==> config.mk <==
export PLATFORM = sky130hd
export DESIGN_NAME = cpu_lsu_ram
export DESIGN_NICKNAME = d
export VERILOG_FILES = /design/src/cpu_lsu_ram.sv
export SDC_FILE = /design/constraint.sdc
export NUM_CORES = 2
export LEC_CHECK = 0
export BUFFER_PORTS_ARGS = -buffer_cell sky130_fd_sc_hd__buf_2
export CAP_MARGIN = 25
export CORE_UTILIZATION = 41
export CTS_CLUSTER_SIZE = 12
export DETAILED_ROUTE_END_ITERATION = 8
export SLEW_MARGIN = 0
export SYNTH_ARGS = -nofsm -noshare
export SYNTH_HDL_FRONTEND = slang
export SYNTH_SLANG_ARGS = --single-unit
==> constraint.sdc <==
create_clock -name clk_i -period 2.2 [get_ports clk_i]
set_input_delay 0.22 -clock clk_i [delete_from_list [all_inputs] [get_ports clk_i]]
set_output_delay 0.22 -clock clk_i [all_outputs]
set_load 0.05 [all_outputs]
==> src/cpu_lsu_ram.sv <==
module cpu_lsu_ram #(
  parameter int WIDTH = 8,
  parameter int DEPTH = 256
) (
  input  logic                     clk_i,
  input  logic                     we_i,
  input  logic                     re_i,
  input  logic [$clog2(DEPTH)-1:0] addr_i,
  input  logic [WIDTH-1:0]         wdata_i,
  output logic [WIDTH-1:0]         rdata_o
);

  logic [WIDTH-1:0] mem_q [DEPTH];
  logic [WIDTH-1:0] rdata_q;

  // Single port, registered read
  always_ff @(posedge clk_i) begin
    if (we_i) begin
      mem_q[addr_i] <= wdata_i;
    end
    if (re_i) begin
      rdata_q <= mem_q[addr_i];
    end
  end

  assign rdata_o = rdata_q;

endmodule

### After elaboration in Yosys (flattened, before gate mapping)

Memory sizes are Yosys's and may differ from the RTL's. A register that Yosys moved wholly into a read port is not among the register bits.
Cells that the tools add are included.

| storage, ports and cells | value |
|---|---|
| bits in writable memories | 2048 |
| memories | 1 |
| bits in latches | 0 |
| register bits after elaboration | 0 |
| ROM bits | 0 |
| output and inout port bits | 8 |

| cells by class | value |
|---|---|
| bitwise operators | 0 |
| equality and inequality tests | 0 |
| reductions and logical operators | 0 |
| mux-type cells | 2 |
| magnitude comparators | 0 |
| add/sub/neg operators | 0 |
| div/mod/pow operators | 0 |
| shift operators | 0 |
| $mul | 0 |

Memory list:

| name | depth | bits a word | rd ports | clocked after memory_dff | write ports | line | RTL |
|---|---|---|---|---|---|---|---|
| mem_q | 256 | 8 | 1 | 1 | 1 | 13 | `logic [WIDTH-1:0] mem_q [DEPTH];` |

Operator list:

| kind | number |
|---|---|
| $mux 1 | 2 |

### Depth between registers and ports, before layout

| depth | value |
|---|---|
| depth after elaboration | 2 |
| depth in mapped cells | 10 |

### Least setup slack after synthesis

Ideal clock, no wire load.

| path | value |
|---|---|
| path kind | input to register |
| start | input addr_i[1] |
| end | memory mem_q[111][0], enable pin |
| path buffers | 5 |
| data arrival time | 2069 ps |
| slack | -239 ps |
| cell stages on the path | 9 |
| path through | buf_2 > clkbuf_1 > clkbuf_1 > nand2_1 > buf_2 > nor2_1 > nand2_1 > clkbuf_1 > nor2_1 |

RTL lines:

| item | line | RTL |
|---|---|---|
| from (decl) | 8 | `input logic [$clog2(DEPTH)-1:0] addr_i,` |
| to (decl) | 13 |  |

Straight into the memory's write port.

==> results.cfg <==
[floorplanning]
rows = 160
die_w_um = 440
die_y_um = 440
dieArea_sq_um = 193000
core_sq_um = 190000
ios = 27
initial_core_util_pct = 41.3

[global_route]
grt_overflow = 0
grt_pass1_wl_um = 289000
grt_max_degree = 98
antenna_found_initial = 1
grt_usage_pct = 20.8
grt_pass1_vias = 40300

[pwr]
seq_power_share_pct = 53.7
p_clk_share_pct = 40.6
internal_power_mw = 63.3
combPwrFrac_pct = 5.7
power_switching_share_pct = 21.5
p_total_mw = 80.6
switchingPower_mw = 17.3
power_density_nw_per_um2 = 840
irDropWorstVdd_uv = 670
leakage_nw = 30.0

[place]
io_buffers = 26
pre_cts_slack_ns = -1.22
dpl.cell_count = 6518
placed_area_sq_um = 88500
post-dp-hpwl_um = 128000
gp_congestion = 0.825

[route]
wl_um = 200000
drtPass1Iterations = 5
wl_per_cell_um = 29.1
ant_nets = 0
drt-initial-drc-count = 4049
drcViolationCount = 0
vias = 39200
avgViaCountPerCell = 5.70

[synth]
synth_seq_area_share_pct = 78.6
avgSynthCellArea_sq_um = 22.2
synth_cells = 3547
syn_area_sq_um = 78600
syn_nets = 3566
synth_warnings = 0
ys_types = 21
synth_seq_cells = 2056

[flow_run]
max-cap-violations = 0

[cells_and_area]
finalCoreUtilization_pct = 50.4
final_nets = 4243
syn2layout_area_growth_pct = 22.0
multi_input_area_sq_um = 17500
fillers = 15000
seq_area_sq_um = 61700
drive_gt1_share_pct = 40.1
final_cell_count_no_fill = 6873
stdcell_area_sq_um = 95900

[cts]
clkSlewWorstSetupHoldPaths_ns = 0.06
cts-root-buf = clkbuf_16
cts_buffer_depth = 3
clk_latency_ns = 0.86
postCtsSetupRepairBufs = 0
cts_buffers = 207
cts_tree = built
cts_sinks = 2056
cts-htree-levels = 4

[sta]
post-route-worst-setup-slack_ns = -0.0629
slew_violations = 0
whs_ns = 0.265
finalHoldViolations = 0
clock.fmax_mhz = 442
slew_headroom_pct = 42.2
setup_violations = 6
fin_crit_ns = 2.26
max_slew.worst_pin.slew_ns = 0.865
finalClockSkew_ns = 0.0488
tns_ns = -0.226
rsz0062_at_grt = true
post-route-period-util_pct = 103

[setup_path]
cpMaxStageDelayCell = o41ai_4
path_buf_inv = 0
cp_cell_sequence = mux4_2 -> a22oi_2 -> a21oi_4 -> o41ai_4 -> nand4_1
critPathMaxFanout = 1
crit_arrival_ns = 2.84
endpoint_kind = flip-flop
required_ns = 2.78
startpoint_type = flip-flop
cp_top_family = compound AO/OA/AOI/OAI gates
max_stage_delay_ns = 0.60
rrSetupSlack_ns = -0.06
critPathKind = flip-flop to flip-flop

[status]
violations = negative setup slack
status = finished with violations

[min_path]
min_path_type = input port to flip-flop
==> worst paths after layout <==
kind,from,to,cells past startpoint
worst max-delay path,mem_q[98][7]$_DFFE_PP_,rdata_o[7]$_DFFE_PP_,5
worst min-delay path,addr_i[7],rdata_o[7]$_DFFE_PP_,5
worst max register to register,mem_q[98][7]$_DFFE_PP_,rdata_o[7]$_DFFE_PP_,5
worst min register to register,mem_q[86][7]$_DFFE_PP_,rdata_o[7]$_DFFE_PP_,5
==> cell families after synthesis <==
family | synth area share [%]
buf+inv | 1.40
simple gates | 1.73
compound gates | 3.62
mux | 14.7
flops | 78.6
==> cells in the final DEF, fill, tap and decap left out, types with 7 or more instances in the layout <==
master         netlist  routed
edfxtp_1          2056    2056
a21oi_4              0      12
mux4_2             512     512
buf_12               0     156
nor2_1             232     119
a21oi_2              0      43
buf_8                0      10
o41ai_2              0      19
buf_4               16     505
a22oi_1            256     171
nand3_2              0       7
nor2_4               0      67
nor2_2               0      46
nor3_1              30      30
clkinv_1             0      28
a21oi_1            128      73
clkbuf_1           145      74
nand4_1              8       8
o41ai_4              0      12
buf_2               36      16
a22oi_2              0      85
clkinv_2             0      11
clkbuf_16            0     210
nand2_1             28      23
dlygate4sd3_1        0       9
==> power by group through the flow <==
| stage | combinational (mW) | sequential [mW] | clock [mW] |
|---|---|---|---|
| 3_3_place_gp | 4.34 | 44.1 | 0 |
| 5_1_grt | 4.83 | 43.2 | 34.7 |
| 2_1_floorplan | 1.96 | 44.1 | 0 |
| 4_1_cts | 4.58 | 43.3 | 33.3 |
| 6_report | 4.59 | 43.2 | 32.7 |
| 3_5_place_dp | 4.40 | 44.1 | 0 |
==> sequential cells by signal, indices dropped and copies added (netlist names) <==
name     cells
mem_q     2048
rdata_o      8
==> metal layers <==
metal  wire [um]  track usage [%]  share of wire, %
met5           0                0                 0
met1       84800             29.6                42
met3       12700             3.25               6.4
met4        5050             5.84               2.5
met2       97100             33.5                49
==> timing repair <==
item	CTS	global route
pin swaps	45	39
resized for setup	131	65
hold buffers	9	0
endpoints found under the setup margin	8	8
gates cloned	0	0
endpoints found under the hold margin	694	0
==> area by class of cell <==
cell class / instances / share of cell area, %
sequential: 2056 / 64.4
multi-input combinational: 1258 / 18.3
timing repair buffer: 700 / 7.59
clock buffer: 284 / 5.77
tap: 2511 / 3.28
clock inverter: 62 / 0.679
inverter: 1 / 0.00392
antenna: 1 / 0.00261
==> cell usage after synthesis <==
cell type / count / share of area, %
clkbuf_1: 145 / 0.69
nor2b_1: 7 / 0.056
buf_4: 16 / 0.15
mux4_2: 512 / 15
edfxtp_1: 2056 / 79
or3_1: 1 / 0.0080
nor2_1: 232 / 1.1
nand2b_1: 6 / 0.048
nand3_1: 13 / 0.083
nand2_1: 28 / 0.13
inv_1: 1 / 0.0048
buf_2: 36 / 0.23
buf_6: 16 / 0.23
and2_1: 3 / 0.024
buf_1: 19 / 0.091
o41ai_1: 32 / 0.36
or2_2: 2 / 0.016
nand4_1: 8 / 0.064
a22oi_1: 256 / 2.4
a21oi_1: 128 / 0.82
nor3_1: 30 / 0.19
==> tightest hold or removal path: stages <==
cell     delay [ns]
buf_2          0.18
nor2b_1        0.08
buf_4          0.23
o41ai_4        0.14
nand4_1        0.08
No activity file was read; power rests on OpenSTA's default activity.
