==> src/cpu_lsu_pkg.sv <==
package cpu_lsu_pkg;

  // Operation codes
  typedef enum logic [2:0] {
    KIND_LDAA = 3'd0,
    KIND_LDAB = 3'd1,
    KIND_LDS  = 3'd2,
    KIND_LDX  = 3'd3,
    KIND_STAA = 3'd4,
    KIND_STAB = 3'd5,
    KIND_STX  = 3'd6,
    KIND_STS  = 3'd7
  } kind_e;

  // Addressing modes
  typedef enum logic [1:0] {
    MODE_IMM = 2'd0,
    MODE_DIR = 2'd1,
    MODE_EXT = 2'd2,
    MODE_IDX = 2'd3
  } mode_e;

  // Controller to datapath
  typedef struct packed {
    logic accept;   // latch the incoming instruction
    logic mem_rd;   // issue a memory read
    logic mem_wr;   // issue a memory write
    logic addr_lo;  // address the second byte (ea + 1)
    logic wr_lo;    // write data is the low byte of a word
    logic cap_hi;   // capture read data as high byte
    logic cap_lo;   // capture read data as low byte
    logic finish;   // retire: update registers, flags and result
  } cmd_t;

  // Datapath to controller
  typedef struct packed {
    logic legal;
    logic is_store;
    logic wide;
    logic imm;
  } stat_t;

endpackage

==> src/cpu_lsu_ctrl.sv <==
module cpu_lsu_ctrl
  import cpu_lsu_pkg::*;
(
  input  logic  clk_i,
  input  logic  rst_ni,
  input  logic  in_valid_i,
  output logic  in_ready_o,
  output logic  out_valid_o,
  input  logic  out_ready_i,
  input  stat_t stat_i,
  output cmd_t  cmd_o
);

  typedef enum logic [5:0] {
    S_IDLE = 6'b000001,
    S_EXEC = 6'b000010,
    S_RDH  = 6'b000100,
    S_RDL  = 6'b001000,
    S_WRL  = 6'b010000,
    S_FIN  = 6'b100000
  } state_e;

  state_e state_q, state_d;
  logic   out_valid_q, out_valid_d;
  logic   out_free;

  assign out_free   = !out_valid_q || out_ready_i;
  assign in_ready_o = (state_q == S_IDLE);

  // Next state and commands
  always_comb begin
    state_d = state_q;
    cmd_o   = '0;
    case (state_q)
      S_IDLE: begin
        if (in_valid_i) begin
          cmd_o.accept = 1'b1;
          state_d      = S_EXEC;
        end
      end
      S_EXEC: begin
        if (!stat_i.legal || (!stat_i.is_store && stat_i.imm)) begin
          state_d = S_FIN;
        end else if (stat_i.is_store) begin
          cmd_o.mem_wr = 1'b1;
          state_d      = stat_i.wide ? S_WRL : S_FIN;
        end else begin
          cmd_o.mem_rd = 1'b1;
          state_d      = stat_i.wide ? S_RDH : S_RDL;
        end
      end
      S_RDH: begin
        cmd_o.cap_hi  = 1'b1;
        cmd_o.mem_rd  = 1'b1;
        cmd_o.addr_lo = 1'b1;
        state_d       = S_RDL;
      end
      S_RDL: begin
        cmd_o.cap_lo = 1'b1;
        state_d      = S_FIN;
      end
      S_WRL: begin
        cmd_o.mem_wr  = 1'b1;
        cmd_o.addr_lo = 1'b1;
        cmd_o.wr_lo   = 1'b1;
        state_d       = S_FIN;
      end
      S_FIN: begin
        if (out_free) begin
          cmd_o.finish = 1'b1;
          state_d      = S_IDLE;
        end
      end
      default: begin
        state_d = S_IDLE;
      end
    endcase
  end

  // Result register valid
  assign out_valid_d = cmd_o.finish || (out_valid_q && !out_ready_i);

  always_ff @(posedge clk_i or negedge rst_ni) begin
    if (!rst_ni) begin
      state_q     <= S_IDLE;
      out_valid_q <= 1'b0;
    end else begin
      state_q     <= state_d;
      out_valid_q <= out_valid_d;
    end
  end

  assign out_valid_o = out_valid_q;

endmodule

==> config.mk <==
export PLATFORM = sky130hd
export DESIGN_NAME = cpu_lsu_ctrl
export DESIGN_NICKNAME = d
export VERILOG_FILES = /design/src/cpu_lsu_pkg.sv /design/src/cpu_lsu_ctrl.sv
export SDC_FILE = /design/constraint.sdc
export NUM_CORES = 1
export LEC_CHECK = 0
export ABC_AREA = 1
export BUFFER_PORTS_ARGS = -buffer_cell sky130_fd_sc_hd__buf_2
export CORE_AREA = 2 2 39 41
export DETAILED_ROUTE_END_ITERATION = 10
export DIE_AREA = 0 0 41 43
export GPL_ROUTABILITY_DRIVEN = 0
export PLACE_DENSITY_LB_ADDON = 0.08
export SLEW_MARGIN = 10
export SYNTH_ARGS = -nofsm -noshare
export SYNTH_HDL_FRONTEND = slang
export SYNTH_SLANG_ARGS = --single-unit
==> constraint.sdc <==
create_clock -name clk_i -period 1.3 [get_ports clk_i]
set_clock_uncertainty 0.1 [all_clocks]
set_input_delay 0.26 -clock clk_i [delete_from_list [all_inputs] [get_ports clk_i]]
set_output_delay 0.26 -clock clk_i [all_outputs]
set_load 0.005 [all_outputs]
# Word-level counts from Yosys, hierarchy flattened
# Cells that the tools add are included.
# op_classes
eq_ne	8
n_mux	20
reduce_logical	12
# ops
op	n
$mux 6	5
$pmux 6 s5	1
$mux 1	10
$eq 6x1->1 const B	1
$eq 6x2->1 const B	1
$eq 6x3->1 const B	1
$eq 6x4->1 const B	1
$eq 6x5->1 const B	1
$eq 6x6->1 const B	1
$logic_not 1->1	4
$mux 4	1
$ne 2x2->1 const B	2
$pmux 1 s2	2
$reduce_or 2->1	2
$logic_or 1x1->1	3
$logic_and 1x1->1	2
$mux 2	1
$reduce_and 2->1	1
# word_totals
reg_bits	7
in_bits	8
output_inout_bits	10

# Depth between registers and ports, before layout
# Gate-level depths: netlist of run 1.
# logic_depth
ltp_word	5
ltp_mapped	7
depth_no_buf	7

# Worst setup path after synthesis of run 1
# OpenSTA, ideal clock, no wires.
# synth_path
kind	reg-to-output
startpoint	register state_q[0]
endpoint	output port cmd_o[7] (netlist bit)
t_required_ns	0.940
path_stages_with_launch	5
arrival_ns	0.888
path_slack_ns	0.052
cell_sequence	dfstp_2 -> inv_1 -> nor2_1 -> nand3_2 -> nor2_1
# synth_rtl
item	line_no	text
from (decl)	cpu_lsu_ctrl.sv:23	state_e state_q, state_d;
from (signal assigned)	cpu_lsu_ctrl.sv:88	state_q <= state_d;
to (decl)	cpu_lsu_ctrl.sv:11	output cmd_t cmd_o

==> results.toml, run 1 <==
[synth]
ys_ff_latch = 7
synth_area_um2 = 462
ys_seq_area_share_pct = 38.2
syn_nets = 71
synth_top_area_share_pct = 32.5
ys_warn_count = 0
synth_top_cell_by_area = "dfrtp_1"
syn_inst = 63
ys_types = 14
synth_area_per_cell_um2 = 7.33
synth_area_leaders = "dfrtp_1 (33%), nand3_2 (13%), inv_1 (12%), nor2_1 (11%), nand2_1 (6.5%)"

[cts]
clk_latency_ps = 260
clock_sinks = 7
clkTransAtPathRegs_ps = 60
cts-root-buf = "clkbuf_4"
clockBufferDepth = 2
cts_inserted_buffers = 3
tritoncts = "built"
h-tree-depth = 1

[setup_path]
end_kind = "output pin"
critPathMaxFanout = 5
path_cells = "nor2_2 > nand3_2 > nand2_1 > buf_2"
crit_buf_inv = 1
crit_slowest_cell = "dfrtp_1"
criticalPathCategory = "flip-flop to output pin"
arrival_ps = 1280
cp_slowest_stage_delay_ps = 400
start_kind = "flip-flop"
crit_required_ps = 940
crit_family = "simple AND/OR/NAND/NOR gates"

[floorplan]
die_h_um = 43
die_area_mm2 = 0.00176
fp-row-count = 14
ioPinCount = 18
core_area_mm2 = 0.00138
initial_utilization_pct = 33.4
die_w_um = 41

[sta]
fmax_mhz = 610
relSlewSlack_pct = 82.4
finalHoldViolations = 0
fin_crit_sh_pct = 126
worst_slew_pin_slew_ps = 264
finalSetupViolations = 12
fin_crit_ps = 1640
fin_ws_ps = -339
drv_slew = 0
rsz0062_at_grt = "yes"

[routing]
postRouteAntennaNets = 0
totalWireLength_um = 1160
initialDrtViolationCount = 1
drtPass1Iterations = 2
drc_errors = 0
vias = 508
avgRoutedWirePerCell_um = 9.97
drt-vias-per-instance = 4.38

[outcome]
violations = "negative setup slack"
status = "complete, but fails checks"

[global_routing]
antenna_found_initial = 0
overflow = 0
grt_pass1_vias = 470
grt_pass1_wl_um = 1970
grt_start_max_net_pins = 8
gr-usage-all-layers_pct = 17.3

[place]
port_buffers = 17
dpl-instance-area_um2 = 634
place_inst = 105
dpl.hpwl_um = 832

[pwr]
p_total_w = 0.00115
power_leakage_nw = 0.458
peakVddDrop_uv = 802
power_density_mw_per_mm2 = 1530

[final_layout]
fin_area_um2 = 752
seqCellArea_um2 = 176
drive_gt1_share_pct = 55.0
area_growth_pct = 62.9
instances_no_fill = 116
multiInputGateArea_um2 = 254
nets = 109
antenna_cells = 0
fin_util_pct = 54.3
num-fill-cells = 133

[job]
maxCapViolations = 0

[min_path]
min_path_type = "input pin to flip-flop"
[report_power, final]
group	internal, W	total, W	switching [W]
registers	0.000277	0.000321	0.0000436
logic	0.000332	0.000622	0.000290
clock network	0.000118	0.000209	0.0000910
[layer usage]
layer | wire length, µm | track usage, %
met1 | 513 | 22.9
met3 | 32 | 4.71
met4 | 35 | 10.0
met2 | 576 | 24.1
met5 | 0 | 0
[repair_timing]
item                                    CTS  global route
hold buffers                              1             0
gates cloned                              0             0
buffers inserted                          4             2
resized for setup                         5             6
pin swaps                                 2             2
endpoints found under the hold margin     7             0
endpoints found under the setup margin   11            15
[worst reg2reg max path: stages (launching register included)]
cell and delay (ps):
dfstp_2 550, inv_2 30, nor2_1 100, nand3_2 110, buf_6 140, buf_4 130, buf_6 110, nor2_4 70
nor2_1 40, nand2_1 50, nand2_1 40
[through the flow]
stage / TNS [ps] / setup slack, ps / hold WS [ps]
after floorplan: 0 / 52.4 / -136
after global placement: -503 / -80.6 / 6.56
after detailed placement: -447 / -80.3 / 12.1
after CTS: -3450 / -349 / 99.5
after global routing: -4530 / -431 / 120
final: -3360 / -339 / 123
[sequential cells by signal (all words and copies together) (netlist names)]
| name | cells |
|---|---|
| state_q | 6 |
| out_valid_o | 1 |
[final timing paths]
kind	from	endpoint	slack, ps	cells after the start
max	state_q[1]	cmd_o[4]	-340	4
min	stat_i[1]	state_q[3]	120	2
max reg2reg	state_q[0]	state_q[0]	-240	10
min reg2reg	out_valid_o	out_valid_o	450	2
max in group asynchronous	rst_ni	state_q[0]	590	2
min in group asynchronous	rst_ni	state_q[1]	270	2
[Yosys cell counts, drive strengths merged]
library cell,n
a21boi,1
a21oi,2
dfrtp,6
dfstp,1
inv,16
nand2,8
nand3,9
nor2,17
o21ai,3
[cell type report]
| class | count | area share (%) |
|---|---|---|
| well taps | 16 | 2.66 |
| clock buffers | 4 | 3.49 |
| inverters | 16 | 7.99 |
| repair buffers | 33 | 28.6 |
| flip-flops and latches | 7 | 23.5 |
| multi-input cells | 40 | 33.8 |
[cells by family after synthesis]
family,synth area share (%)
AOI/OAI and AO/OA,7.86
DFF,38.2
buffers and inverters,13.0
and+or+nand+nor,40.9
[layout by cell type, fill, tap and decap left out]
cell type      synthesis  final
clkbuf_4               0      3
nand3_1                3      2
nor2_2                 2      4
nor2_1                13      9
dfrtp_1                6      6
dfstp_2                1      1
o21ai_2                0      1
clkbuf_1               0      1
nor2_4                 2      4
buf_6                  0      2
buf_2                  0     17
nand2_1                8      8
o21ai_0                2      2
a21boi_2               1      1
inv_1                 15     14
a21oi_1                2      2
inv_2                  1      2
nand3_2                6      7
dlygate4sd3_1          0      1
buf_4                  0     13
(Power assumes the default switching activity.)
==> inputs of run 2 (changes only) <==
--- a/constraint.sdc
+++ b/constraint.sdc
@@ -4,2 +4,2 @@
 set_output_delay 0.26 -clock clk_i [all_outputs]
-set_load 0.005 [all_outputs]
+set_load 0.02 [all_outputs]
==> run 2 against run 1 <==
Combinational power rose by 24%; the flow still finishes with violations (negative setup slack); sequential share of layout area fell by 4.4 points; power rose by 15%; largest power group unchanged; via count rose by 6.1%; cell area rose by 24%; worst hold slack got worse by 13 ps; highest routed layer unchanged.
==> results.toml, run 2 (synthesized netlist as in run 1, its figures left out) <==
[cts]
cts-root-buf = "clkbuf_4"
cts_inserted_buffers = 3
clkTransAtPathRegs_ps = 50
clockBufferDepth = 2
clock_sinks = 7
h-tree-depth = 1
clk_latency_ps = 260
tritoncts = "built"

[sta]
finalSetupViolations = 13
worst_slew_pin_slew_ps = 207
drv_slew = 0
fin_crit_ps = 1670
fin_ws_ps = -371
rsz0062_at_grt = "yes"
finalHoldViolations = 0
whs_ps = 110
fmax_mhz = 598
fin_crit_sh_pct = 129
relSlewSlack_pct = 86.1

[min_path]
min_path_type = "input pin to flip-flop"

[place]
place_inst = 109
port_buffers = 17
dp_slack_ps = -156
dpl.hpwl_um = 913

[pwr]
p_clk_share_pct = 15.2
swShare_pct = 42.6
power_leakage_nw = 0.492
internal_power_w = 0.000763
p_seq_share_pct = 26.7
pwr-share-comb_pct = 58.1
p_sw_w = 0.000567
power_density_mw_per_mm2 = 1430
p_total_w = 0.00133
peakVddDrop_uv = 1270

[setup_path]
crit_buf_inv = 2
arrival_ps = 1310
criticalPathCategory = "flip-flop to output pin"
cp_common_cell = "nand3_2"
crit_family = "simple AND/OR/NAND/NOR gates"
crit_required_ps = 940
critPathMaxFanout = 4
end_kind = "output pin"
crit_slowest_cell = "dfrtp_1"
start_kind = "flip-flop"
cp_slowest_stage_delay_ps = 410
path_cells = "nor2_4 > nand3_2 > inv_2 > nand3_2 > nand2_2 > buf_6"

[floorplan]
die_h_um = 43
ioPinCount = 18
die_w_um = 41
fp-row-count = 14
initial_utilization_pct = 33.4
die_area_mm2 = 0.00176
core_area_mm2 = 0.00138

[global_routing]
use_met3_pct = 4.71
antenna_found_initial = 0
grt_start_max_net_pins = 8
grt_pass1_wl_um = 2020
overflow = 0
grt_busiest_layer = "met2"
gr-usage-all-layers_pct = 17.3
grt_pass1_vias = 537
met1_usage_pct = 16.9
gr-usage-met2_pct = 30.0

[final_layout]
largest_reg_flops = 6
instances_no_fill = 121
largest-register = "state_q"
drive_gt1_share_pct = 73.3
fin_util_pct = 67.3
final_common_cell = "buf_4"
final_cell_mix = "buf_4 (17), buf_6 (12), inv_1 (9)"
nets = 114
area_growth_pct = 102
antenna_cells = 0

[routing]
drtPass1Iterations = 2
avgRoutedWirePerCell_um = 10.4
vias = 539
totalWireLength_um = 1260
initialDrtViolationCount = 2
postRouteAntennaNets = 0
drt-vias-per-instance = 4.45
drc_errors = 0

[outcome]
status = "complete, but fails checks"
violations = "negative setup slack"

[job]
maxCapViolations = 0
## run 2: final timing paths
kind | start | end | slack [ps] | cells past startpoint
worst min-delay path | stat_i[1] | state_q[3] | 110 | 2
max in group asynchronous | rst_ni | state_q[0] | 610 | 2
worst min register to register | out_valid_o | out_valid_o | 550 | 2
worst max register to register | state_q[3] | state_q[3] | -210 | 8
worst max-delay path | state_q[3] | cmd_o[5] | -370 | 6
min in group asynchronous | rst_ni | out_valid_o | 270 | 2
## run 2: stage by stage
step / instance area (µm²) / setup TNS (ps)
4_1_cts: 885 / -3440
3_3_place_gp: 688 / -887
6_report: 931 / -3550
5_1_grt: 931 / -4380
2_1_floorplan: 485 / -26.3
3_5_place_dp: 688 / -1120
## run 2: metal layers
metal	routed length, µm	vias up
met5	0	-
met4	17	0
met3	65	2
met2	704	18
met1	470	244
li1	-	275
## run 2: power by group through the flow
stage | clock network [W] | logic [W] | registers, W
final | 0.000202 | 0.000772 | 0.000355
after global placement | 0 | 0.000527 | 0.000328
after detailed placement | 0 | 0.000537 | 0.000329
after global routing | 0.000219 | 0.000836 | 0.000362
after CTS | 0.000201 | 0.000718 | 0.000346
after floorplan | 0 | 0.000328 | 0.000331
## run 2: cell type report
| type | instances | area, µm² |
|---|---|---|
| multi-input cells | 40 | 334 |
| repair buffers | 38 | 313 |
| fillers | 131 | 453 |
| flip-flops and latches | 7 | 178 |
| inverters | 16 | 60.1 |
| well taps | 16 | 20.0 |
| clock buffers | 4 | 26.3 |
## run 2: repair_timing
action | CTS | global route
resized for setup | 37 | 11
pin swaps | 3 | 8
buffers inserted | 6 | 2
endpoints found under the setup margin | 10 | 14
endpoints found under the hold margin | 7 | 0
hold buffers | 1 | 0
