[src/cpu_lsu_pkg.sv]
package cpu_lsu_pkg;

  // Operation codes
  typedef enum logic [2:0] {
    KIND_LDAA = 3'd0,
    KIND_LDAB = 3'd1,
    KIND_LDS  = 3'd2,
    KIND_LDX  = 3'd3,
    KIND_STAA = 3'd4,
    KIND_STAB = 3'd5,
    KIND_STX  = 3'd6,
    KIND_STS  = 3'd7
  } kind_e;

  // Addressing modes
  typedef enum logic [1:0] {
    MODE_IMM = 2'd0,
    MODE_DIR = 2'd1,
    MODE_EXT = 2'd2,
    MODE_IDX = 2'd3
  } mode_e;

  // Controller to datapath
  typedef struct packed {
    logic accept;   // latch the incoming instruction
    logic mem_rd;   // issue a memory read
    logic mem_wr;   // issue a memory write
    logic addr_lo;  // address the second byte (ea + 1)
    logic wr_lo;    // write data is the low byte of a word
    logic cap_hi;   // capture read data as high byte
    logic cap_lo;   // capture read data as low byte
    logic finish;   // retire: update registers, flags and result
  } cmd_t;

  // Datapath to controller
  typedef struct packed {
    logic legal;
    logic is_store;
    logic wide;
    logic imm;
  } stat_t;

endpackage

[src/cpu_lsu_dp.sv]
module cpu_lsu_dp
  import cpu_lsu_pkg::*;
#(
  parameter int ADDR_BITS = 16
) (
  input  logic                 clk_i,
  input  logic                 rst_ni,
  input  cmd_t                 cmd_i,
  output stat_t                stat_o,
  input  logic [2:0]           kind_i,
  input  logic [1:0]           mode_i,
  input  logic [15:0]          operand_i,
  output logic                 mem_we_o,
  output logic                 mem_re_o,
  output logic [ADDR_BITS-1:0] mem_addr_o,
  output logic [7:0]           mem_wdata_o,
  input  logic [7:0]           mem_rdata_i,
  output logic [7:0]           acc_a_o,
  output logic [7:0]           acc_b_o,
  output logic [15:0]          index_x_o,
  output logic [15:0]          stack_ptr_o,
  output logic                 flag_n_o,
  output logic                 flag_z_o,
  output logic                 flag_v_o,
  output logic                 legal_o,
  output logic [15:0]          eff_addr_o,
  output logic                 did_write_o
);

  // Architectural state
  logic [7:0]  reg_a_q, reg_a_d;
  logic [7:0]  reg_b_q, reg_b_d;
  logic [15:0] reg_x_q, reg_x_d;
  logic [15:0] reg_sp_q, reg_sp_d;
  logic        flag_n_q, flag_n_d;
  logic        flag_z_q, flag_z_d;
  logic        flag_v_q, flag_v_d;

  // Instruction in flight
  kind_e       kind_q;
  mode_e       mode_q;
  logic [15:0] opnd_q;
  logic [15:0] ea_q, ea_d;
  logic        legal_q, legal_d;
  logic [7:0]  hi_q;
  logic [7:0]  lo_q;

  // Result register
  logic [7:0]  out_a_q, out_b_q;
  logic [15:0] out_x_q, out_sp_q, out_ea_q;
  logic        out_n_q, out_z_q, out_v_q, out_legal_q, out_wr_q;

  logic        is_store, wide;
  logic [15:0] st_val, ld_val, val;
  logic [15:0] mem_addr16;

  // Legality and effective address of the incoming instruction
  always_comb begin
    legal_d = !(kind_i[2] && (mode_e'(mode_i) == MODE_IMM));
    case (mode_e'(mode_i))
      MODE_DIR: ea_d = {8'h00, operand_i[7:0]};
      MODE_EXT: ea_d = operand_i;
      MODE_IDX: ea_d = reg_x_q + {8'h00, operand_i[7:0]};
      default:  ea_d = '0;
    endcase
    if (!legal_d) begin
      ea_d = '0;
    end
  end

  always_ff @(posedge clk_i) begin
    if (cmd_i.accept) begin
      kind_q  <= kind_e'(kind_i);
      mode_q  <= mode_e'(mode_i);
      opnd_q  <= operand_i;
      ea_q    <= ea_d;
      legal_q <= legal_d;
    end
    if (cmd_i.cap_hi) begin
      hi_q <= mem_rdata_i;
    end
    if (cmd_i.cap_lo) begin
      lo_q <= mem_rdata_i;
    end
  end

  assign is_store = kind_q[2];
  assign wide     = kind_q[1];

  assign stat_o.legal    = legal_q;
  assign stat_o.is_store = is_store;
  assign stat_o.wide     = wide;
  assign stat_o.imm      = (mode_q == MODE_IMM);

  // Store source
  always_comb begin
    case (kind_q)
      KIND_STAA: st_val = {8'h00, reg_a_q};
      KIND_STAB: st_val = {8'h00, reg_b_q};
      KIND_STX:  st_val = reg_x_q;
      default:   st_val = reg_sp_q;
    endcase
  end

  // Memory port: big-endian words, second byte at ea + 1
  assign mem_addr16  = cmd_i.addr_lo ? (ea_q + 16'd1) : ea_q;
  assign mem_addr_o  = mem_addr16[ADDR_BITS-1:0];
  assign mem_we_o    = cmd_i.mem_wr;
  assign mem_re_o    = cmd_i.mem_rd;
  assign mem_wdata_o = (wide && !cmd_i.wr_lo) ? st_val[15:8] : st_val[7:0];

  // Loaded value
  always_comb begin
    if (mode_q == MODE_IMM) begin
      ld_val = wide ? opnd_q : {8'h00, opnd_q[7:0]};
    end else begin
      ld_val = wide ? {hi_q, lo_q} : {8'h00, lo_q};
    end
  end

  assign val = is_store ? st_val : ld_val;

  // Retire: register and flag updates
  always_comb begin
    reg_a_d  = reg_a_q;
    reg_b_d  = reg_b_q;
    reg_x_d  = reg_x_q;
    reg_sp_d = reg_sp_q;
    flag_n_d = flag_n_q;
    flag_z_d = flag_z_q;
    flag_v_d = flag_v_q;
    if (legal_q) begin
      if (!is_store) begin
        case (kind_q)
          KIND_LDAA: reg_a_d  = ld_val[7:0];
          KIND_LDAB: reg_b_d  = ld_val[7:0];
          KIND_LDS:  reg_sp_d = ld_val;
          default:   reg_x_d  = ld_val;
        endcase
      end
      flag_n_d = wide ? val[15] : val[7];
      flag_z_d = (val == 16'h0000);
      flag_v_d = 1'b0;
    end
  end

  always_ff @(posedge clk_i or negedge rst_ni) begin
    if (!rst_ni) begin
      reg_a_q  <= '0;
      reg_b_q  <= '0;
      reg_x_q  <= '0;
      reg_sp_q <= '0;
      flag_n_q <= 1'b0;
      flag_z_q <= 1'b0;
      flag_v_q <= 1'b0;
    end else if (cmd_i.finish) begin
      reg_a_q  <= reg_a_d;
      reg_b_q  <= reg_b_d;
      reg_x_q  <= reg_x_d;
      reg_sp_q <= reg_sp_d;
      flag_n_q <= flag_n_d;
      flag_z_q <= flag_z_d;
      flag_v_q <= flag_v_d;
    end
  end

  // Result register, loaded at retire
  always_ff @(posedge clk_i) begin
    if (cmd_i.finish) begin
      out_a_q     <= reg_a_d;
      out_b_q     <= reg_b_d;
      out_x_q     <= reg_x_d;
      out_sp_q    <= reg_sp_d;
      out_n_q     <= flag_n_d;
      out_z_q     <= flag_z_d;
      out_v_q     <= flag_v_d;
      out_legal_q <= legal_q;
      out_ea_q    <= ea_q;
      out_wr_q    <= legal_q && is_store;
    end
  end

  assign acc_a_o     = out_a_q;
  assign acc_b_o     = out_b_q;
  assign index_x_o   = out_x_q;
  assign stack_ptr_o = out_sp_q;
  assign flag_n_o    = out_n_q;
  assign flag_z_o    = out_z_q;
  assign flag_v_o    = out_v_q;
  assign legal_o     = out_legal_q;
  assign eff_addr_o  = out_ea_q;
  assign did_write_o = out_wr_q;

endmodule

[config.mk]
export PLATFORM = sky130hd
export DESIGN_NAME = cpu_lsu_dp
export DESIGN_NICKNAME = d
export VERILOG_FILES = /design/src/cpu_lsu_pkg.sv /design/src/cpu_lsu_dp.sv
export SDC_FILE = /design/constraint.sdc
export NUM_CORES = 1
export LEC_CHECK = 0
export BUFFER_PORTS_ARGS = -buffer_cell sky130_fd_sc_hd__buf_2
export CAP_MARGIN = 20
export CELL_PAD_IN_SITES_DETAIL_PLACEMENT = 1
export CELL_PAD_IN_SITES_GLOBAL_PLACEMENT = 1
export CORE_MARGIN = 8
export CORE_UTILIZATION = 49
export CTS_CLUSTER_DIAMETER = 100
export CTS_CLUSTER_SIZE = 10
export DETAILED_ROUTE_END_ITERATION = 8
export PLACE_DENSITY_LB_ADDON = 0.1
export SYNTH_ARGS = -nofsm -noshare
export SYNTH_HDL_FRONTEND = slang
export SYNTH_SLANG_ARGS = --single-unit
[constraint.sdc]
create_clock -name clk_i -period 3.9 [get_ports clk_i]
set_input_delay 0.78 -clock clk_i [delete_from_list [all_inputs] [get_ports clk_i]]
set_output_delay 0.78 -clock clk_i [all_outputs]
set_load 0.005 [all_outputs]
# == After elaboration in Yosys (flattened, before gate mapping) ==
# Index checks and enable logic that the tools add are counted.
# totals
regBits,174
word_cells,68
inputBits,39
output_inout_bits,99
# op_classes
addsub,2
reduce_logical,10
eq_ne,8
n_mux,24
# ops
op,n
two-way mux 16 bit,11
one-hot mux 16 bit (3 select lines),2
two-way mux 8 bit,7
adder 16 x 1 -> 16 bit (second input constant),1
adder 16 x 8 -> 16 bit,1
logical NOT 16 bit,1
== test 3 bit (second input constant),3
== test 2 bit (second input constant),2
logical NOT 2 bit,2
two-way mux 1 bit,4
== test 3 x 1 -> 1 bit (second input constant),1
== test 3 x 2 -> 1 bit (second input constant),1
logical AND 1 bit,3
logical NOT 3 bit,1
OR reduction 3 bit,1
== test 2 x 1 -> 1 bit (second input constant),1
logical NOT 1 bit,2

# == Logic depth before layout (Yosys ltp) ==
# Gate-level depths: netlist of run 1.
# depth
depth_word,5
mapped_depth,9
depth_no_buf,9

# == Least setup slack after synthesis of run 1 ==
# OpenSTA, ideal clock, no wires.
# synth_timing
path_type,input-to-reg
from,in operand_i[0]
to,reg ea_q[6] (data pin)
arrival_ps,2263
stages,9
setup_slack_ps,1381
setup_ps,256
path_buffers,0
required_ps,3644
cell_sequence,ha_1 > inv_1 > fa_1 > nand2b_1 > a21oi_1 > nor3b_1 > xnor2_1 > mux2_2 > a22o_1
# synth_via
elab_chain_cells,2
# synth_rtl
element,line,source
from (decl),cpu_lsu_dp.sv:12,"input logic [15:0] operand_i,"
adder 16 x 8 -> 16 bit,cpu_lsu_dp.sv:63,"MODE_IDX: ea_d = reg_x_q + {8'h00, operand_i[7:0]};"
one-hot mux 16 bit (3 select lines),cpu_lsu_dp.sv:60,case (mode_e'(mode_i))
to (signal assigned),cpu_lsu_dp.sv:76,ea_q <= ea_d;
to (decl),cpu_lsu_dp.sv:43,"logic [15:0] ea_q, ea_d;"
# No other way between the ends.
# A chain may end at the register's enable or synchronous reset.

# == Worst setup path in the final report of run 1 ==
# layout_timing
from,reg kind_q[0]
to,out mem_wdata_o[0]
# layout_via
elab_chain_cells,3
elab_cells_between_ends,5
cone_classes,eq/ne (3); mux (2)
# layout_rtl
element,line,source
from (decl),cpu_lsu_dp.sv:40,kind_e kind_q;
from (signal assigned),cpu_lsu_dp.sv:73,kind_q <= kind_e'(kind_i);
== test 3 bit,cpu_lsu_dp.sv:97,case (kind_q)
one-hot mux 16 bit (3 select lines) (*),cpu_lsu_dp.sv:97,
two-way mux 8 bit (*),cpu_lsu_dp.sv:110,assign mem_wdata_o = (wide && !cmd_i.wr_lo) ? st_val[15:8] : st_val[7:0];
to (decl),cpu_lsu_dp.sv:16,"output logic [7:0] mem_wdata_o,"
# Mark *: on every way between the ends. The rest lies on a longest branch, timed or not.

==> run_results.csv, run 1 <==
group,metric,value,unit
min_path,hold_class,"primary input to asynchronous set/reset pin",
synth,syn_area_per_cell,12.6,sq um
setup_path,path_cells,"nor2b_1 > a22o_1 > a22oi_1 > o21ai_0 > buf_2",
clocking,cts_resized,0,
die,core_area,16400,sq um
finish,drive_above_1_share,30.7,%
pwr,power_leakage,3.86,nW
placement,gp_congestion,0.916,
clocking,cts.clk_slew.worst_paths,60,ps
sta,tightestPinTransition,970,ps
routing,drt-pass1-iter-count,4,
clocking,cts_hold_buf,0,
sta,slew_headroom,35.3,%
synth,syn_inst,646,
setup_path,crit_path_top_delay_cell,"edfxtp_1",
setup_path,critPathMaxFanout,18,
grt,grt_use_total,23.6,%
sta,report.final.slew_viol_count,0,
job,max-cap-violations,0,
sta,rsz0062_at_grt,"no",
die,initial_core_util,49.5,%
synth,ys_seq_area_share,61.2,%
synth,ys_warn_count,0,
placement,dp_cells,969,
grt,grt_pass1_vias,6321,
setup_path,max_stage_delay,720,ps
sta,period_share,83.6,%
clocking,numCtsBuffers,17,
synth,synth.most_common_cell,"edfxtp_1",
clocking,clock_path_buffers,2,
placement,dp_hpwl,16.9,mm
clocking,tritoncts,"yes",
setup_path,startpoint_type,"flop",
clocking,post_cts_buffers,0,
routing,drc,0,
synth,yosysTopAreaCell,"edfxtp_1",
synth,ys_top_cells_by_area,"edfxtp_1, dfrtp_1, mux2_2",
placement,numPortBuffers,133,
routing,dr.first_iter.drc_count,462,
synth,synth_edf_count,123,
pwr,powerDensity,666,nW/um^2
sta,finClkSkew,10.5,ps
sta,fin_worst_hold_slack,197,ps
setup_path,r2r_start,"mode_q[1]",
die,io-pin-count,138,
die,dieArea,20900,sq um
sta,fmax,0.307,GHz
die,num_rows,47,
synth,ys_top_cells_by_count,"edfxtp_1, mux2_2, o21ai_0, nand2_1, dfrtp_1",
sta,finalSetupTns,0,ps
outcome,status,"completed",
setup_path,worstRegToRegCells,6,
pwr,peakVddDrop,0.376,mV
clocking,htreeDepth,4,
clocking,cts.sink_count,174,
synth,syn_area,8120,sq um
grt,grt_max_degree,56,
routing,vias,5814,
sta,hold_viol,0,
finish,fin_cells,1002,
finish,antennaDiodeCount,0,
finish,nets,818,
die,die_h,145,microns
routing,post_drt_via_cell_ratio,5.80,
routing,wirelength,23.4,mm
grt,antenna_found_initial,0,
sta,finalCriticalPeriod,3260,ps
sta,setup_viol,0,
setup_path,end_kind,"primary output",
synth,async_reset_ff_share,29.3,%
grt,grt_pass1_wl,36.8,mm
synth,ys_ff_latch,174,
die,die_w,145,microns
setup_path,worst-setup-path-type,"flop to primary output",
clocking,insertion_delay,430,ps
setup_path,r2r-end,"flag_n_o",
clocking,cts_root_buffer,"clkbuf_16",
routing,wl_per_cell,23.4,microns
pwr,total_power,6.36,mW
finish,area_growth,17.6,%
synth,dominantRegCellSynth,"edfxtp_1",
synth,netlist-cell-type-count,59,
synth,synthesis.nets,695,
synth,synth_top_area_share,45.5,%
setup_path,reg2reg_slack,1170,ps
setup_path,critPathArrivalTime,2480,ps
setup_path,crit_required,3120,ps
grt,overflow,0,
routing,postRouteAntennaNets,0,
-- where the power goes --
part	total, mW	switching [mW]	internal, mW
combinational	1.72	0.939	0.782
clock	1.67	0.703	0.970
sequential	2.97	0.434	2.53
total	6.36	2.08	4.28
-- per-layer routing --
| layer | vias to the layer above | track usage [%] | wire (microns) | part of all wire, % |
|---|---|---|---|---|
| met5 | - | 0 | 0 | 0 |
| met4 | 0 | 8.98 | 591 | 2.5 |
| met3 | 38 | 4.92 | 1190 | 5.1 |
| met2 | 161 | 39.4 | 11700 | 50 |
| met1 | 2953 | 29.6 | 9980 | 43 |
| li1 | 2662 | - | - | - |
-- critical path: cells and delay by family (launching register included) --
family          cells  cell delay (ps)
compound gates      3              580
buf+inv             1              180
flops               1              720
simple gates        1              560
-- final cells by class --
type	instances	area [sq um]
clock buffer	24	503
inverter	10	37.5
tap	220	275
fill	1705	6850
sequential	174	4970
clock inverter	8	78.8
timing repair buffer	143	768
multi-input combinational	423	2920
-- worst max-delay path by stage --
| stage | end | slack (ps) | start |
|---|---|---|---|
| 3_3_place_gp | ea_q[12] | 1140 | operand_i[0] |
| 3_5_place_dp | ea_q[12] | 1050 | operand_i[0] |
| 5_1_grt | mem_wdata_o[2] | 500 | kind_q[2] |
| 6_report | mem_wdata_o[0] | 640 | kind_q[0] |
| 2_1_floorplan | ea_q[6] | 1380 | operand_i[0] |
| 4_1_cts | mem_wdata_o[4] | 670 | kind_q[0] |
-- flip-flops by register name, indices dropped and copies added (netlist names), 2 cells and up --
signal / flops
acc_a_o: 8
acc_b_o: 8
ea_q: 16
eff_addr_o: 16
hi_q: 8
index_x_o: 16
kind_q: 3
lo_q: 8
mode_q: 2
opnd_q: 16
reg_a_q: 8
reg_b_q: 8
reg_sp_q: 16
reg_x_q: 16
stack_ptr_o: 16
-- logic make-up (layout without fill, tap and decap cells) --
logic type      after synthesis  in the layout  share of synthesized area, %
compound gates              149            149                          11.3
simple gates                161            161                          9.71
flops                       174            174                          61.2
fa+ha+maj                    10             10                          1.63
mux                          76             76                          10.4
xor+xnor                     27             27                          2.91
buf+inv                      49            185                          2.83
-- through the flow --
stage               utilization [%]  area [sq um]  worst slack [ps]
CTS                            58.1          9530               667
floorplan                         -          8120              1380
global placement               54.6          8950              1140
global route                   58.2          9550               498
detailed placement             54.6          8950              1050
finish                         58.2          9550               639
-- placed cells by master (no fill, tap or decap), types with 3 or more instances in the layout --
cell and instances:
a21oi_1 36, a22o_1 9, a22oi_1 6, and2_1 3, and3_1 11, buf_2 132
buf_4 9, clkbuf_1 3, clkbuf_16 18, clkbuf_8 3, clkinv_2 3, dfrtp_1 51
edfxtp_1 123, ha_1 9, inv_1 8, mux2_1 5, mux2_2 61, mux2i_1 10
nand2_1 58, nand2b_1 6, nand3_1 18, nand4_1 5, nor2_1 31, nor2b_1 8
nor3_1 4, nor3b_1 3, o211ai_1 9, o21a_1 3, o21ai_0 59, o32a_1 6
or4_1 4, xnor2_1 15, xor2_1 12
No activity file was read; power rests on OpenSTA's default activity.
==> inputs of run 2 (changes only) <==
--- a/config.mk
+++ b/config.mk
@@ -10,7 +10,7 @@
 export CELL_PAD_IN_SITES_DETAIL_PLACEMENT = 1
 export CELL_PAD_IN_SITES_GLOBAL_PLACEMENT = 1
 export CORE_MARGIN = 8
-export CORE_UTILIZATION = 49
+export CORE_UTILIZATION = 45
 export CTS_CLUSTER_DIAMETER = 100
 export CTS_CLUSTER_SIZE = 10
 export DETAILED_ROUTE_END_ITERATION = 8
==> constraint.sdc (replaced) <==
create_clock -name clk_i -period 3.1 [get_ports clk_i]
set_input_delay 0.62 -clock clk_i [delete_from_list [all_inputs] [get_ports clk_i]]
set_output_delay 0.62 -clock clk_i [all_outputs]
set_load 0.005 [all_outputs]
==> run_results.csv, run 2 (synthesis gave the netlist of run 1 again) <==
group,metric,value,unit
pwr,peakVddDrop,0.436,mV
sta,finClkSkew,7.41,ps
grt,grt_pass1_vias,6199,
clocking,cts_root_buffer,"clkbuf_16",
sta,tightestPinTransition,965,ps
grt,overflow,0,
setup_path,crit_path_top_delay_cell,"edfxtp_1",
sta,finalCriticalPeriod,3010,ps
grt,grt_use_total,21.2,%
routing,wl_per_cell,23.0,microns
clocking,insertion_delay,440,ps
routing,drc,0,
finish,fin_util,54.4,%
routing,vias,5902,
die,io-pin-count,138,
setup_path,path_cells,"nor2b_1 > a311oi_1 > o21ai_0 > buf_2",
routing,drt-pass1-iter-count,5,
die,core_area,17800,sq um
routing,wirelength,23.6,mm
grt,grt_max_degree,52,
die,die_w,150,microns
setup_path,crit_required,2480,ps
outcome,status,"completed",
clocking,cts.clk_slew.worst_paths,70,ps
clocking,cts.sink_count,174,
clocking,numCtsBuffers,17,
job,max-cap-violations,0,
clocking,htreeDepth,4,
die,dieArea,22600,sq um
sta,slew_headroom,35.7,%
pwr,powerDensity,839,nW/um^2
sta,period_share,97.2,%
sta,hold_viol,0,
clocking,cts_hold_buf,0,
sta,rsz0062_at_grt,"no",
grt,antenna_found_initial,1,
placement,dp_cells,984,
sta,fmax,0.332,GHz
die,num_rows,49,
placement,gp_congestion,0.896,
sta,finalSetupTns,0,ps
setup_path,end_kind,"primary output",
setup_path,max_stage_delay,760,ps
setup_path,startpoint_type,"flop",
finish,nets,829,
finish,mostFrequentLayoutCell,"buf_2",
finish,fin_cells,1023,
routing,dr.first_iter.drc_count,358,
die,die_h,150,microns
pwr,power_leakage,3.94,nW
setup_path,critPathMaxFanout,15,
setup_path,worst-setup-path-type,"flop to primary output",
clocking,tritoncts,"yes",
finish,fin_area,9710,sq um
placement,dp_hpwl,16.7,mm
finish,area_growth,19.6,%
sta,report.final.slew_viol_count,0,
setup_path,critPathArrivalTime,2390,ps
clocking,clock_path_buffers,2,
placement,numPortBuffers,133,
routing,post_drt_via_cell_ratio,5.77,
placement,dpl-instance-area,9020,sq um
min_path,hold_class,"primary input to asynchronous set/reset pin",
finish,drive_above_1_share,32.3,%
sta,setup_viol,0,
finish,layout_common_cells,"buf_2, edfxtp_1, mux2_2",
grt,grt_pass1_wl,36.4,mm
routing,postRouteAntennaNets,0,
die,initial_core_util,45.5,%
==> run 2: path summary, 6_finish.rpt <==
kind	to	cells after the start	startpoint	slack [ps]
worst max-delay path	mem_wdata_o[3]	4	kind_q[0]	90
worst min-delay path	reg_b_q[3]	2	rst_ni	320
worst max register to register	flag_z_o	6	kind_q[0]	510
worst min register to register	eff_addr_o[15]	0	ea_q[15]	480
max in group asynchronous	flag_n_q	2	rst_ni	2270
min in group clk_i	kind_q[0]	1	kind_i[0]	360
==> run 2: what timing repair did <==
action,in CTS,in global routing
setup endpoints to repair,0,3
buffers inserted,0,6
resized for setup,0,2
==> run 2: power by group <==
group / switching (mW) / internal, mW / leakage (nW)
clock: 0.973 / 1.27 / 0.307
sequential: 0.526 / 3.18 / 1.86
combinational: 1.19 / 1.00 / 1.77
total: 2.69 / 5.46 / 3.94
==> run 2: critical path: cells and delay by family, from the launching register on <==
kind,cells,cell delay [ps]
simple gates,1,280
flops,1,760
buf+inv,1,160
compound gates,2,740
==> run 2: layout make-up <==
class,instances,area [sq um]
diodes,1,2.50
clock buffers,21,503
clock inverters,11,116
fillers,1841,8130
inverters,10,37.5
multi-input cells,423,2930
flip-flops and latches,174,4970
well taps,229,287
repair buffers,154,863
==> run 2: routing by layer <==
layer | up-vias | share of wire, % | track usage (%)
li1 | 2690 | - | -
met1 | 3024 | 43 | 26.6
met2 | 150 | 50 | 35.5
met3 | 38 | 4.2 | 4.24
met4 | 0 | 2.2 | 8.00
met5 | - | 0 | 0
==> run 2: stage by stage <==
step / setup WS [ps] / power [mW] / hold slack [ps]
final: 86.6 / 8.15 / 321
after global routing: 21.8 / 8.55 / 347
after CTS: 26.7 / 8.17 / 341
after detailed placement: 321 / 5.88 / 468
after global placement: 479 / 5.75 / 466
after floorplan: 741 / 4.91 / 324
